<file path="src/hw/rtl/cdll_pkg.sv">
// Shared constants and codes for the circular doubly linked list block.
`default_nettype none

package cdll_pkg;

  localparam int CAPACITY = 16;
  localparam int DATA_W   = 32;
  localparam int SLOT_W   = $clog2(CAPACITY);
  localparam int CNT_W    = $clog2(CAPACITY + 1);
  localparam int ENTRY_W  = DATA_W + 2 * SLOT_W;

  localparam logic [2:0] F_PUSH_FRONT = 3'd0;
  localparam logic [2:0] F_PUSH_BACK  = 3'd1;
  localparam logic [2:0] F_POP_FRONT  = 3'd2;
  localparam logic [2:0] F_POP_BACK   = 3'd3;
  localparam logic [2:0] F_INSERT     = 3'd4;
  localparam logic [2:0] F_REMOVE     = 3'd5;
  localparam logic [2:0] F_FIND       = 3'd6;

  localparam logic [1:0] ST_DONE    = 2'd0;
  localparam logic [1:0] ST_IGNORED = 2'd1;
  localparam logic [1:0] ST_FULL    = 2'd2;

endpackage

`default_nettype wire

</file>
<file path="src/hw/rtl/cdll_ram.sv">
// Generic single-write, single-read RAM with a registered read port.
`default_nettype none

module cdll_ram #(
  parameter int WIDTH = 8,
  parameter int DEPTH = 16
) (
  input  wire logic                     clk,
  input  wire logic                     we,
  input  wire logic [$clog2(DEPTH)-1:0] waddr,
  input  wire logic [WIDTH-1:0]         wdata,
  input  wire logic [$clog2(DEPTH)-1:0] raddr,
  output logic      [WIDTH-1:0]         rdata
);

  logic [WIDTH-1:0] mem [DEPTH];

  always_ff @(posedge clk) begin
    if (we) begin
      mem[waddr] <= wdata;
    end
    rdata <= mem[raddr];
  end

endmodule

`default_nettype wire

</file>
<file path="src/hw/rtl/circular_doubly_linked_list.sv">
// Top level of the circular doubly linked list: sequencer around one slot memory.
`default_nettype none
// Usage:
// - Request channel: in_valid/in_stall with func, position and value. A beat is
//   taken when in_valid is high and in_stall is low. in_stall is high whenever
//   the sequencer is busy with a request.
// - Result channel: out_valid/out_stall with status, found, front_value,
//   back_value and count, held in an output register. One result beat per
//   request. A new request is taken while an earlier result still waits.
// - Each slot holds {value, next, prev} in one memory with a registered read.
//   Every link change is a read-modify-write of one slot.
// - Rejects, pops on a one-entry list and find on an empty list touch no
//   memory. Insert, remove and find walk the list one node per cycle. The
//   memory port serves one access per cycle.
// - Reset (rst, synchronous): empty list, all slots free, head and tail at
//   slot zero, no result pending. The slot memory is not cleared.
// - A stalled result holds; the sequencer then waits in its final state.

module circular_doubly_linked_list
  import cdll_pkg::*;
(
  input  wire logic        clk,
  input  wire logic        rst,
  input  wire logic        in_valid,
  output logic             in_stall,
  input  wire logic [2:0]  func,
  input  wire logic [4:0]  position,
  input  wire logic [31:0] value,
  output logic             out_valid,
  input  wire logic        out_stall,
  output logic [1:0]       status,
  output logic             found,
  output logic [31:0]      front_value,
  output logic [31:0]      back_value,
  output logic [4:0]       count
);

  localparam logic [3:0] S_IDLE  = 4'd0;
  localparam logic [3:0] S_WALK  = 4'd1;
  localparam logic [3:0] S_WALKD = 4'd2;
  localparam logic [3:0] S_NEW   = 4'd3;
  localparam logic [3:0] S_PA_RD = 4'd4;
  localparam logic [3:0] S_PA_WR = 4'd5;
  localparam logic [3:0] S_PB_RD = 4'd6;
  localparam logic [3:0] S_PB_WR = 4'd7;
  localparam logic [3:0] S_FIN   = 4'd8;
  localparam logic [3:0] S_DONE  = 4'd9;

  localparam logic [1:0] MODE_LINK   = 2'd0;
  localparam logic [1:0] MODE_UNLINK = 2'd1;
  localparam logic [1:0] MODE_FIND   = 2'd2;

  logic [3:0]          state;
  logic [1:0]          mode;
  logic [CAPACITY-1:0] free_map;
  logic [SLOT_W-1:0]   head;
  logic [SLOT_W-1:0]   tail;
  logic [CNT_W-1:0]    cnt;
  logic [DATA_W-1:0]   head_val;
  logic [DATA_W-1:0]   tail_val;

  logic [DATA_W-1:0]   req_value;
  logic [1:0]          res_status;
  logic                res_found;
  logic                link_front;
  logic                link_back;
  logic [SLOT_W-1:0]   new_slot;
  logic [SLOT_W-1:0]   cur;
  logic [SLOT_W-1:0]   steps;
  logic [SLOT_W-1:0]   p_slot;
  logic [SLOT_W-1:0]   n_slot;

  // Two pending link patches: slot, which field, new link.
  logic [SLOT_W-1:0]   pa_slot;
  logic                pa_next;
  logic [SLOT_W-1:0]   pa_link;
  logic [SLOT_W-1:0]   pb_slot;
  logic                pb_next;
  logic [SLOT_W-1:0]   pb_link;
  logic [DATA_W-1:0]   pa_val;
  logic [DATA_W-1:0]   pb_val;

  logic                we;
  logic [SLOT_W-1:0]   waddr;
  logic [ENTRY_W-1:0]  wdata;
  logic [SLOT_W-1:0]   raddr;
  logic [ENTRY_W-1:0]  rdata;

  logic [DATA_W-1:0]   rd_value;
  logic [SLOT_W-1:0]   rd_next;
  logic [SLOT_W-1:0]   rd_prev;

  logic [SLOT_W-1:0]   free_slot;
  logic                full;
  logic                is_front;
  logic                is_back;

  function automatic logic [ENTRY_W-1:0] patch_entry(
    input logic [ENTRY_W-1:0] e,
    input logic               set_next,
    input logic [SLOT_W-1:0]  link
  );
    logic [ENTRY_W-1:0] r;
    r = e;
    if (set_next) begin
      r[2*SLOT_W-1:SLOT_W] = link;
    end else begin
      r[SLOT_W-1:0] = link;
    end
    return r;
  endfunction

  assign rd_value = rdata[ENTRY_W-1 -: DATA_W];
  assign rd_next  = rdata[2*SLOT_W-1:SLOT_W];
  assign rd_prev  = rdata[SLOT_W-1:0];

  assign in_stall = (state != S_IDLE);
  assign full     = (cnt == CNT_W'(CAPACITY));

  // Lowest-numbered free slot takes each new entry.
  always_comb begin
    free_slot = '0;
    for (int i = CAPACITY - 1; i >= 0; i--) begin
      if (free_map[i]) begin
        free_slot = SLOT_W'(i);
      end
    end
  end

  // Which ends a new entry lands on; both when the list is empty.
  assign is_front = (func == F_PUSH_FRONT) || ((func == F_INSERT) && (position == 5'd0))
                    || (cnt == '0);
  assign is_back  = (func == F_PUSH_BACK) || ((func == F_INSERT) && (CNT_W'(position) == cnt))
                    || (cnt == '0);

  // Memory access per state: walk reads chain straight from the returned next link.
  always_comb begin
    we    = 1'b0;
    waddr = new_slot;
    wdata = {req_value, n_slot, p_slot};
    case (state)
      S_WALK:  raddr = cur;
      S_WALKD: raddr = rd_next;
      S_PA_RD: raddr = pa_slot;
      S_PB_RD: raddr = pb_slot;
      default: raddr = cur;
    endcase
    case (state)
      S_NEW: begin
        we = 1'b1;
      end
      S_PA_WR: begin
        we    = 1'b1;
        waddr = pa_slot;
        wdata = patch_entry(rdata, pa_next, pa_link);
      end
      S_PB_WR: begin
        we    = 1'b1;
        waddr = pb_slot;
        wdata = patch_entry(rdata, pb_next, pb_link);
      end
      default: begin
        we = 1'b0;
      end
    endcase
  end

  cdll_ram #(
    .WIDTH (ENTRY_W),
    .DEPTH (CAPACITY)
  ) u_slots (
    .clk   (clk),
    .we    (we),
    .waddr (waddr),
    .wdata (wdata),
    .raddr (raddr),
    .rdata (rdata)
  );

  always_ff @(posedge clk) begin
    if (rst) begin
      state     <= S_IDLE;
      free_map  <= '1;
      head      <= '0;
      tail      <= '0;
      cnt       <= '0;
      out_valid <= 1'b0;
    end else begin
      // Drop a taken result unless a new one loads this cycle.
      if (out_valid && !out_stall && (state != S_DONE)) begin
        out_valid <= 1'b0;
      end
      case (state)
        S_IDLE: begin
          if (in_valid) begin
            req_value <= value[DATA_W-1:0];
            res_found <= 1'b0;
            new_slot  <= free_slot;
            case (func)
              F_PUSH_FRONT, F_PUSH_BACK, F_INSERT: begin
                if ((func == F_INSERT) && (CNT_W'(position) > cnt)) begin
                  res_status <= ST_IGNORED;
                  state      <= S_DONE;
                end else if (full) begin
                  res_status <= ST_FULL;
                  state      <= S_DONE;
                end else begin
                  res_status <= ST_DONE;
                  mode       <= MODE_LINK;
                  link_front <= is_front;
                  link_back  <= is_back;
                  if (cnt == '0) begin
                    p_slot <= free_slot;
                    n_slot <= free_slot;
                    state  <= S_NEW;
                  end else if (is_front || is_back) begin
                    // Link between tail and head.
                    cur   <= tail;
                    steps <= '0;
                    state <= S_WALK;
                  end else begin
                    cur   <= head;
                    steps <= SLOT_W'(position - 5'd1);
                    state <= S_WALK;
                  end
                end
              end
              F_POP_FRONT, F_POP_BACK, F_REMOVE: begin
                if ((func == F_REMOVE) &&
                    ((position == 5'd0) || (CNT_W'(position) > cnt))) begin
                  res_status <= ST_IGNORED;
                  state      <= S_DONE;
                end else if (cnt == '0) begin
                  res_status <= ST_IGNORED;
                  state      <= S_DONE;
                end else if (cnt == CNT_W'(1)) begin
                  // Last entry leaves: no link to fix.
                  res_status     <= ST_DONE;
                  free_map[head] <= 1'b1;
                  head           <= '0;
                  tail           <= '0;
                  cnt            <= '0;
                  state          <= S_DONE;
                end else begin
                  res_status <= ST_DONE;
                  mode       <= MODE_UNLINK;
                  cur        <= (func == F_POP_BACK) ? tail : head;
                  steps      <= (func == F_REMOVE) ? SLOT_W'(position - 5'd1) : '0;
                  state      <= S_WALK;
                end
              end
              F_FIND: begin
                res_status <= ST_DONE;
                if (cnt != '0) begin
                  mode  <= MODE_FIND;
                  cur   <= head;
                  steps <= SLOT_W'(cnt - CNT_W'(1));
                  state <= S_WALK;
                end else begin
                  state <= S_DONE;
                end
              end
              default: begin
                res_status <= ST_IGNORED;
                state      <= S_DONE;
              end
            endcase
          end
        end
        S_WALK: begin
          state <= S_WALKD;
        end
        S_WALKD: begin
          if (mode == MODE_FIND) begin
            if (rd_value == req_value) begin
              res_found <= 1'b1;
              state     <= S_DONE;
            end else if (steps == '0) begin
              state <= S_DONE;
            end else begin
              cur   <= rd_next;
              steps <= steps - SLOT_W'(1);
            end
          end else if (steps != '0) begin
            cur   <= rd_next;
            steps <= steps - SLOT_W'(1);
          end else if (mode == MODE_LINK) begin
            p_slot <= cur;
            n_slot <= rd_next;
            state  <= S_NEW;
          end else begin
            // Unlink cur: prev.next = next, next.prev = prev.
            p_slot  <= rd_prev;
            n_slot  <= rd_next;
            pa_slot <= rd_prev;
            pa_next <= 1'b1;
            pa_link <= rd_next;
            pb_slot <= rd_next;
            pb_next <= 1'b0;
            pb_link <= rd_prev;
            state   <= S_PA_RD;
          end
        end
        S_NEW: begin
          if (link_front && link_back) begin
            state <= S_FIN;
          end else begin
            pa_slot <= n_slot;
            pa_next <= 1'b0;
            pa_link <= new_slot;
            pb_slot <= p_slot;
            pb_next <= 1'b1;
            pb_link <= new_slot;
            state   <= S_PA_RD;
          end
        end
        S_PA_RD: begin
          state <= S_PA_WR;
        end
        S_PA_WR: begin
          pa_val <= rd_value;
          state  <= S_PB_RD;
        end
        S_PB_RD: begin
          state <= S_PB_WR;
        end
        S_PB_WR: begin
          pb_val <= rd_value;
          state  <= S_FIN;
        end
        S_FIN: begin
          if (mode == MODE_LINK) begin
            free_map[new_slot] <= 1'b0;
            cnt                <= cnt + CNT_W'(1);
            if (link_front) begin
              head     <= new_slot;
              head_val <= req_value;
            end
            if (link_back) begin
              tail     <= new_slot;
              tail_val <= req_value;
            end
          end else begin
            free_map[cur] <= 1'b1;
            cnt           <= cnt - CNT_W'(1);
            if (cur == head) begin
              head     <= n_slot;
              head_val <= pb_val;
            end
            if (cur == tail) begin
              tail     <= p_slot;
              tail_val <= pa_val;
            end
          end
          state <= S_DONE;
        end
        S_DONE: begin
          // Hold until the output register is free.
          if (!out_valid || !out_stall) begin
            out_valid   <= 1'b1;
            status      <= res_status;
            found       <= res_found;
            front_value <= (cnt != '0) ? 32'(head_val) : 32'd0;
            back_value  <= (cnt != '0) ? 32'(tail_val) : 32'd0;
            count       <= 5'(cnt);
            state       <= S_IDLE;
          end
        end
        default: begin
          state <= S_IDLE;
        end
      endcase
    end
  end

endmodule

`default_nettype wire
</file>
<file path="config.mk">
export PLATFORM = sky130hd
export DESIGN_NAME = circular_doubly_linked_list
export DESIGN_NICKNAME = d
export VERILOG_FILES = /design/src/hw/rtl/cdll_pkg.sv /design/src/hw/rtl/cdll_ram.sv /design/src/hw/rtl/circular_doubly_linked_list.sv
export SDC_FILE = /design/constraint.sdc
export NUM_CORES = 1
export LEC_CHECK = 0
export ABC_AREA = 1
export BUFFER_PORTS_ARGS = -buffer_cell sky130_fd_sc_hd__buf_4
export CORE_ASPECT_RATIO = 1.25
export CORE_UTILIZATION = 55
export DETAILED_ROUTE_END_ITERATION = 10
export PLACE_DENSITY = 0.72
export SYNTH_ARGS = -nofsm -noshare
export SYNTH_HDL_FRONTEND = slang
export SYNTH_SLANG_ARGS = --single-unit
export TNS_END_PERCENT = 50
</file>
<file path="constraint.sdc">
create_clock -name clk -period 14.25 [get_ports clk]
set_clock_uncertainty 0.2 [all_clocks]
set_input_delay 2.85 -clock clk [delete_from_list [all_inputs] [get_ports clk]]
set_output_delay 2.85 -clock clk [all_outputs]
set_load 0.005 [all_outputs]
</file>
Yosys cells after proc, flatten, opt, wreduce, memory -nomap -nowiden
Memories as Yosys holds them, arrays and structs flattened. A register that Yosys moved wholly into a read port is not among the register bits.
Cells that the tools add are included.
{"block": "word_totals", "output_inout_bits": 74, "latchBits": 0, "mem_count": 1, "in_bits": 44, "ramBits": 640, "reg_bits": 311, "rom_bits": 0, "wordCells": 336}
{"block": "classes", "bitwise": 7, "n_reduce_logical": 53, "order_cmp": 7, "shifts": 0, "multipliers": 0, "n_mux": 168, "n_eq_ne": 64, "div": 0, "addsub": 4}
{"name": "u_slots.mem", "depth": 16, "word_bits": 40, "rd": 1, "rd_clocked_by_memory_dff": 1, "wr": 1, "line": "cdll_ram.sv:16", "source": "logic [WIDTH-1:0] mem [DEPTH];"}
{"cell": "2-to-1 mux 4 bit", "count": 91}
{"cell": "2-to-1 mux 32 bit", "count": 6}
{"cell": "2-to-1 mux 16 bit", "count": 6}
{"cell": "one-hot mux 4 bit (2 select lines)", "count": 11}
{"cell": "one-hot mux 40 bit (2 select lines)", "count": 1}
{"cell": "one-hot mux 4 bit (3 select lines)", "count": 4}
{"cell": "inequality test 3 bit (second input constant)", "count": 15}
{"cell": "inequality test 2 bit (second input constant)", "count": 22}
{"cell": "one-hot mux 4 bit (10 select lines)", "count": 1}
{"cell": "equality test 32 bit", "count": 1}
{"cell": "bitwise OR 16 bit", "count": 2}
{"cell": "one-hot mux 16 bit (2 select lines)", "count": 1}
{"cell": "2-to-1 mux 5 bit", "count": 6}
{"cell": "2-to-1 mux 1 bit", "count": 22}
{"cell": "2-to-1 mux 2 bit", "count": 9}
{"cell": "AND reduction 6 bit", "count": 3}
{"cell": "AND 16 bit", "count": 1}
{"cell": "equality test 4 x 3 -> 1 bit (second input constant)", "count": 4}
{"cell": "inverter 16 bit", "count": 1}
{"cell": "AND reduction 8 bit", "count": 2}
{"cell": "less-than comparator 4 x 5 -> 1 bit (second input constant)", "count": 3}
{"cell": "AND reduction 14 bit", "count": 1}
{"cell": "demux 1 bit (select 4 bit)", "count": 3}
{"cell": ">= comparator 4 x 1 -> 1 bit (second input constant)", "count": 3}
{"cell": "other kinds (41)", "count": 84}

Longest topological paths before layout
Gate-level depths: netlist of the first run.
{"block": "depth", "depth_word": 22, "mapped_depth": 17, "depth_no_buf": 17}

Cells and area by module
From an unflattened synthesis of the first run, not the netlist that was laid out.
{"block": "unflattened", "cells_unflattened": 4142, "hier_area_um2": 42723.5}
{"mod": "cdll_ram", "area_per_inst_um2": 28318.4, "cells_each": 2643, "n_inst": 1}
{"mod": "circular_doubly_linked_list", "area_per_inst_um2": 14405.1, "cells_each": 1499, "n_inst": 1}

Least setup slack after synthesis of the first run
Ideal clock, no wire load.
{"block": "synth_path", "path_kind": "in2reg", "from": "in rst", "to": "reg back_value[0] (enable)", "arrival_ps": 6278, "path_buffers": 1, "path_slack_ps": 7269, "setup_ps": 502, "cell_stages": 4, "cell_sequence": "inv_1 clkbuf_1 nand2_1 nor2_1"}
{"block": "synth_via", "elab_chain_len": 2}
{"element": "start: declaration", "line": "circular_doubly_linked_list.sv:23", "source": "input wire logic rst,"}
{"element": "inverter 1 bit (no line)"}
{"element": "AND reduction 3 bit (no line)"}
{"element": "end signal: assignment", "line": "circular_doubly_linked_list.sv:364", "source": "back_value <= (cnt != '0) ? 32'(tail_val) : 32'd0;"}
{"element": "end: declaration", "line": "circular_doubly_linked_list.sv:34", "source": "output logic [31:0] back_value,"}
No other way between the ends.
A chain may end at the register's enable or synchronous reset.

Worst setup path in the final report of the first run
{"block": "layout_path", "from": "reg state[2]", "to": "reg u_slots.rdata[25], read port of u_slots.mem"}
{"block": "layout_via", "elab_chain_len": 2, "elab_cells_between_ends": 4}
{"element": "start: declaration", "line": "circular_doubly_linked_list.sv:53", "source": "logic [3:0] state;"}
{"element": "start signal: assignment", "line": "circular_doubly_linked_list.sv:182", "source": "state <= S_IDLE;"}
{"element": "start signal: assignment", "line": "circular_doubly_linked_list.sv:203", "source": "state <= S_DONE;"}
{"element": "start signal: assignment", "line": "circular_doubly_linked_list.sv:206", "source": "state <= S_DONE;"}
{"element": "equality test 4 x 3 -> 1 bit or equality test 4 x 2 -> 1 bit (tied branches)", "line": "circular_doubly_linked_list.sv:141", "source": "case (state)"}
{"element": "one-hot mux 4 bit (3 select lines) *", "line": "circular_doubly_linked_list.sv:141"}
{"element": "end: declaration", "line": "cdll_ram.sv:13", "source": "output logic [WIDTH-1:0] rdata"}
Mark *: on every way between the ends. The rest lies on a longest branch, timed or not.

==> run_results.csv, run 1 <==
group,metric,value,unit
floorplan,dieArea,0.0776,mm²
global_route,grt_max_degree,111,
route,ant_nets,0,
sta,final-setup-viol-count,0,
power_and_ir_drop,power,9.13,mW
clocking,clk_latency,680,ps
placement,place_area,0.0440,mm²
synthesis,synthTopCellsByArea,"edfxtp_1 (65%), nand2_1 (9.2%), inv_1 (5.5%)",
route,drt_iter0_drc,3299,
global_route,grt_pass1_wl,163000,µm
setup_path,worstSetupPathType,"reg -> reg",
status,status,"finished, final reports clean",
setup_path,crit_fanout,110,
clocking,numCtsBuffers,94,
synthesis,ys_async_sr_fraction,0,%
clocking,htreeDepth,3,
clocking,postCtsSetupBuffers,0,
placement,dp_hpwl,61900,µm
setup_path,start_kind,"flip-flop",
placement,dp_slack,8240,ps
finish,area_growth,12.1,%
sta,fmax,0.169,GHz
placement,portBuffers,117,
synthesis,synth_area_leader_cell,"edfxtp_1",
global_route,gr-total-overflow,0,
clocking,clk_path_buf_depth,3,
synthesis,synth-edff-count,917,
synthesis,ys_warn_count,0,
clocking,clkSlewWorstSetupHoldPaths,70,ps
route,wl_per_cell,22.1,µm
sta,setup_ws,8330,ps
synthesis,syn_nets,3910,
run,drv_cap,0,
route,wl,110000,µm
synthesis,synth_top_area_share,65.4,%
clocking,cts_hold_buf,0,
setup_path,cp-end-kind,"flip-flop",
setup_path,cp.arrival,6260,ps
floorplan,rows,113,
sta,period_minus_slack,5920,ps
synthesis,seq_area_frac_synth,68.9,%
sta,tightestPinTransition,1360,ps
power_and_ir_drop,p_leak,19.0,nW
hold_path,hold_class,"reg -> reg",
finish,finalInstanceArea,0.0472,mm²
route,viasPerCell,5.72,
floorplan,start_util,55.4,%
sta,rsz0062_at_grt,"false",
clocking,clock-root-buffer,"clkbuf_16",
synthesis,synth_common_cells,"nand2_1 (1,027), edfxtp_1 (917), inv_1 (619)",
floorplan,ios,118,
synthesis,synth_seq_cells,991,
finish,antenna_cells,0,
setup_path,slowest_stage,"buf_4",
route,vias,28551,
power_and_ir_drop,powerDensity,193,mW/mm²
route,dr.pass1.iters,8,
setup_path,crit_path_max_incr_delay,960,ps
setup_path,cp_top_family,"buffers and inverters",
setup_path,path_cells,"nor2_8 -> nand3_4 -> nand3_2 -> buf_4 -> nand2_8 -> buf_4 -> buf_4 -> nand2_1 -> o211ai_1 -> nand3_1 -> nand3_1 -> nand2_1",
sta,setup_tns,0,ps
floorplan,die_h,311,µm
floorplan,core-area,0.0759,mm²
finish,layout.nets,3992,
sta,slew_headroom,9.28,%
placement,gp_congestion,0.965,
clocking,cts.sinks,991,
clocking,cts_resized,0,
setup_path,required,14600,ps
synthesis,syn_inst,3855,
global_route,grt_pass1_vias,26761,
sta,final-hold-violation-count,0,
finish,fin_util,62.2,%
synthesis,synth_area,0.0421,mm²
synthesis,syn-mean-instance-area,10.9,µm²
clocking,cts_tree,"yes",
sta,timing.final.crit_share,41.5,%
route,drc,0,
setup_path,critPathBufInv,3,
synthesis,synth_cell_type_count,47,
floorplan,die_w,249,µm
sta,slew_viol_final,0,
global_route,grtUsageTotal,28.4,%
global_route,antenna_found_initial,3,
finish,post_route_cells_drive_above_1_share,9.29,%
synthesis,ys.flop_type,"edfxtp_1",
setup_path,worst_path_most_repeated_cell,"buf_4",
power_and_ir_drop,ir_drop,145,µV
synthesis,yosys.cell_count.top_type,"nand2_1",
[worst reg2reg max path, stage by stage, from the launching register on]
cell      delay, ps
dfxtp_1         570
nor2_8           70
nand3_4         280
nand3_2         920
buf_4           600
nand2_8         470
buf_4           980
buf_4          1000
nand2_1         230
o211ai_1        140
nand3_1         100
nand3_1         140
nand2_1          80
[power breakdown]
group	internal, mW	switching (mW)
logic	0.793	2.05
registers	3.54	0.161
clock network	1.51	1.08
[cells in the final DEF, fill, tap and decap left out, types with 3 or more instances in the layout]
cell        count
inv_1         617
xnor2_1        27
o2111ai_1      17
nand2_1      1027
edfxtp_1      917
nand3b_1       42
buf_4         169
inv_6           3
mux2_2          4
nand3_1       449
o21ai_0       112
clkinv_1       11
clkbuf_8        7
clkinv_2       16
inv_2           6
o211ai_1      168
o221ai_1        6
dfxtp_1        74
nand4_1         7
a31oi_1         3
mux2i_1         4
o21ai_1         5
nor3_1         11
a21oi_1        41
clkinvlp_4      8
o22ai_1         7
nor4_1          5
clkbuf_1       18
ha_1           11
clkbuf_16      99
or2_2           7
nor2_4         21
xor2_1          5
bufinv_16      11
nor2_1         49
[final cells by class]
class | count | area [µm²]
sequential | 991 | 29000
tap | 977 | 1220
multi-input combinational | 2053 | 10100
clock buffer | 124 | 2640
timing repair buffer | 169 | 1270
fill | 5783 | 28700
clock inverter | 49 | 558
inverter | 628 | 2370
[cell families after synthesis]
logic type / after synthesis / share of synthesized area (%)
fa+ha+maj: 11 / 0.327
flops: 991 / 68.9
buf+inv: 811 / 7.57
mux: 8 / 0.202
compound gates: 369 / 5.70
xor+xnor: 32 / 0.666
simple gates: 1633 / 16.6
[state kept, by name, indices dropped and copies added (netlist names), 5 cells and up]
signal	count
back_value	32
cnt	5
count	5
free_map	16
front_value	32
head_val	32
pa_val	32
pb_val	32
req_value	32
tail_val	32
u_slots.mem	640
u_slots.rdata	40
[metal layers]
layer / vias up / part of all wire, % / track usage, %
li1: 13150 / - / -
met1: 13456 / 38 / 37.5
met2: 1582 / 47 / 45.5
met3: 361 / 9.8 / 4.40
met4: 2 / 5.5 / 15.7
met5: - / 0.0073 / 0
[per-stage QoR]
stage | std cells | hold WS (ps)
4_1_cts | 4991 | 223
5_1_grt | 4991 | 232
2_1_floorplan | 3855 | 200
6_report | 4991 | 222
3_5_place_dp | 4818 | 207
3_3_place_gp | 4818 | 203
[path summary, 6_finish.rpt]
| kind | from | slack [ps] | end | depth (start not counted) |
|---|---|---|---|---|
| max | state[2] | 8330 | u_slots.rdata[25] | 12 |
| max reg2reg | state[2] | 8330 | u_slots.rdata[25] | 12 |
| min | res_status[0] | 220 | status[0] | 0 |
| min reg2reg | res_status[0] | 220 | status[0] | 0 |
Note: power is estimated with default switching activity, not from simulation.
==> run 2: changes to the inputs <==
- ABC_AREA: 1 -> 0
- PLACE_DENSITY: 0.72 -> 0.75
- clock period: 14.25 -> 5.2 ns (I/O delays scaled with it)
==> run_results.csv, run 2 <==
group,metric,value,unit
status,status,"finished, final reports clean",
synthesis,synth_area_leader_cell,"edfxtp_1",
setup_path,crit_fanout,21,
setup_path,worstSetupPathType,"reg -> out",
hold_path,hold_class,"reg -> reg",
finish,reg.largest.list,"u_slots.mem: 640 flops, u_slots.rdata: 40 flops",
route,wl,96100,µm
power_and_ir_drop,clkPwrFrac,27.8,%
synthesis,synth-edff-count,917,
power_and_ir_drop,ir_drop,385,µV
global_route,antenna_found_initial,1,
finish,antenna_cells,0,
synthesis,seq_area_frac_synth,73.7,%
synthesis,ys_warn_count,0,
power_and_ir_drop,switching_share,33.5,%
synthesis,syn_inst,2659,
floorplan,die_h,301,µm
clocking,cts_hold_buf,0,
clocking,clock-root-buffer,"clkbuf_16",
finish,post_route_cells_drive_above_1_share,14.3,%
setup_path,reg2reg_depth,8,
finish,layout_common_cells,"edfxtp_1 (917), nand2_1 (431), a21oi_1 (192), mux2i_1 (181), a221oi_1 (176)",
sta,slew_viol_final,0,
route,wl_met2,47100,µm
synthesis,synth_seq_cells,991,
global_route,grtUsageTotal,26.7,%
route,viasPerCell,6.23,
sta,setup_tns,0,ps
clocking,clk_latency,650,ps
finish,top_register,"u_slots.mem",
floorplan,dieArea,0.0726,mm²
route,dr.pass1.iters,6,
synthesis,ys.flop_type,"edfxtp_1",
synthesis,synth_top_area_share,70.0,%
route,drt_iter0_drc,2606,
global_route,grt_max_degree,93,
route,wl_met3,9390,µm
global_route,grt_pass1_vias,23415,
synthesis,synth_common_cells,"edfxtp_1 (917), nand2_1 (435), a21oi_1 (192)",
floorplan,ios,118,
hold_path,hold_path_depth,0,
floorplan,core-area,0.0708,mm²
power_and_ir_drop,p_int,16.0,mW
clocking,clk_path_buf_depth,3,
synthesis,syn_nets,2714,
finish,area_growth,13.4,%
sta,timing.final.crit_share,78.7,%
power_and_ir_drop,p_switching,8.04,mW
finish,fill_cells,4949,
sta,period_minus_slack,4090,ps
floorplan,rows,109,
run,drv_cap,0,
clocking,cts.sinks,991,
route,dr.max_layer_used,"met5",
power_and_ir_drop,combPwrFrac,30.0,%
clocking,numCtsBuffers,90,
global_route,grt_pass1_wl,143000,µm
power_and_ir_drop,pwr-share-seq,42.2,%
sta,rsz0062_at_grt,"false",
synthesis,synthTopCellsByArea,"edfxtp_1 (70%), mux2i_1 (4.6%), nand2_1 (4.1%)",
placement,gp_congestion,0.924,
route,wl_per_cell,25.3,µm
setup_path,cp.arrival,2850,ps
sta,tightestPinTransition,1270,ps
setup_path,required,3960,ps
finish,fin_util,63.1,%
finish,final_cells,3797,
finish,largest_reg_flops,640,
route,ant_nets,0,
synthesis,synth_area,0.0394,mm²
power_and_ir_drop,power,24.0,mW
clocking,postCtsSetupBuffers,0,
placement,dp_hpwl,57600,µm
floorplan,start_util,55.6,%
clocking,htreeDepth,3,
placement,dpl.cell_count,3633,
power_and_ir_drop,p_leak,15.6,nW
synthesis,synth_cell_type_count,65,
sta,slew_headroom,14.5,%
setup_path,regToRegSetupSlack,1160,ps
clocking,cts_resized,0,
setup_path,start_kind,"flip-flop",
floorplan,die_w,241,µm
placement,portBuffers,117,
sta,final-hold-violation-count,0,
synthesis,ys_async_sr_fraction,0,%
sta,worst_hold_slack,224,ps
clocking,cts_tree,"yes",
global_route,gr-total-overflow,0,
sta,fmax,0.244,GHz
finish,layout.nets,2837,
route,wl_met1,37000,µm
finish,layout_commonest_cell,"edfxtp_1",
setup_path,cp-end-kind,"output port",
sta,final-setup-viol-count,0,
clocking,clkSlewWorstSetupHoldPaths,60,ps
route,drc,0,
synthesis,syn-mean-instance-area,14.8,µm²
route,vias,23650,
power_and_ir_drop,powerDensity,537,mW/mm²
synthesis,yosys.cell_count.top_type,"edfxtp_1",
run 2: cell count changes after synthesis, sizes merged, moves of 29 or more:
cell    previous run  this run
o211ai           169         2
nand3b            42         2
a21oi             41       201
nand3            453        17
mux2i              4       181
inv              627        22
buf               99        64
o21ai            118        63
and2               0        71
nand2           1030       435
a221oi             1       176
xor2               5        34
or4                0        40
mux2               4        44
run 2: power by group through the flow:
stage,clock network [mW],registers (mW),logic (mW)
after global routing,7.05,10.1,7.77
after global placement,0,10.2,6.88
after CTS,6.74,10.1,7.15
after detailed placement,0,10.3,7.08
after floorplan,0,9.91,5.13
final,6.68,10.1,7.20
run 2: metrics by stage:
stage	instance area, µm²	setup slack (ps)
after floorplan	39400	230
after global placement	41700	1290
after detailed placement	41700	1290
after CTS	44600	1120
after global routing	44600	1010
final	44600	1110
run 2: path summary, 6_finish.rpt:
kind | start | to
hold / removal | res_status[1] | status[1]
setup / recovery | state[3] | in_stall
hold reg to reg | res_status[1] | status[1]
setup reg to reg | state[1] | u_slots.mem[10][34]
run 2: cell families (layout without fill, tap and decap cells):
family / after synthesis / after routing / share of synthesized area (%)
adder cells (fa/ha/maj): 11 / 11 / 0.350
buffers and inverters: 183 / 378 / 2.08
XOR/XNOR: 47 / 47 / 1.05
multiplexers: 225 / 225 / 5.86
AO/OA/AOI/OAI: 503 / 503 / 8.65
AND/OR/NAND/NOR: 699 / 699 / 8.28
flip-flops: 991 / 991 / 73.7
run 2: cell type report:
type | count | area (µm²) | area share (%)
multi-input cells | 1485 | 9700 | 21.7
flip-flops and latches | 991 | 29000 | 65.0
well taps | 943 | 1180 | 2.64
repair buffers | 191 | 1680 | 3.77
inverters | 23 | 86.3 | 0.193
clock buffers | 121 | 2440 | 5.47
clock inverters | 43 | 532 | 1.19
run 2: routing by layer:
metal	vias up	global-route usage (%)
met3	184	4.93
li1	10461	-
met2	1269	44.2
met4	2	9.60
met1	11734	35.2
met5	-	0
run 2: worst max-delay path, cell delays in order, from the launching register on:
cell	delay [ps]
dfxtp_1	540
or2_2	430
nor3_1	750
inv_1	260
buf_4	220
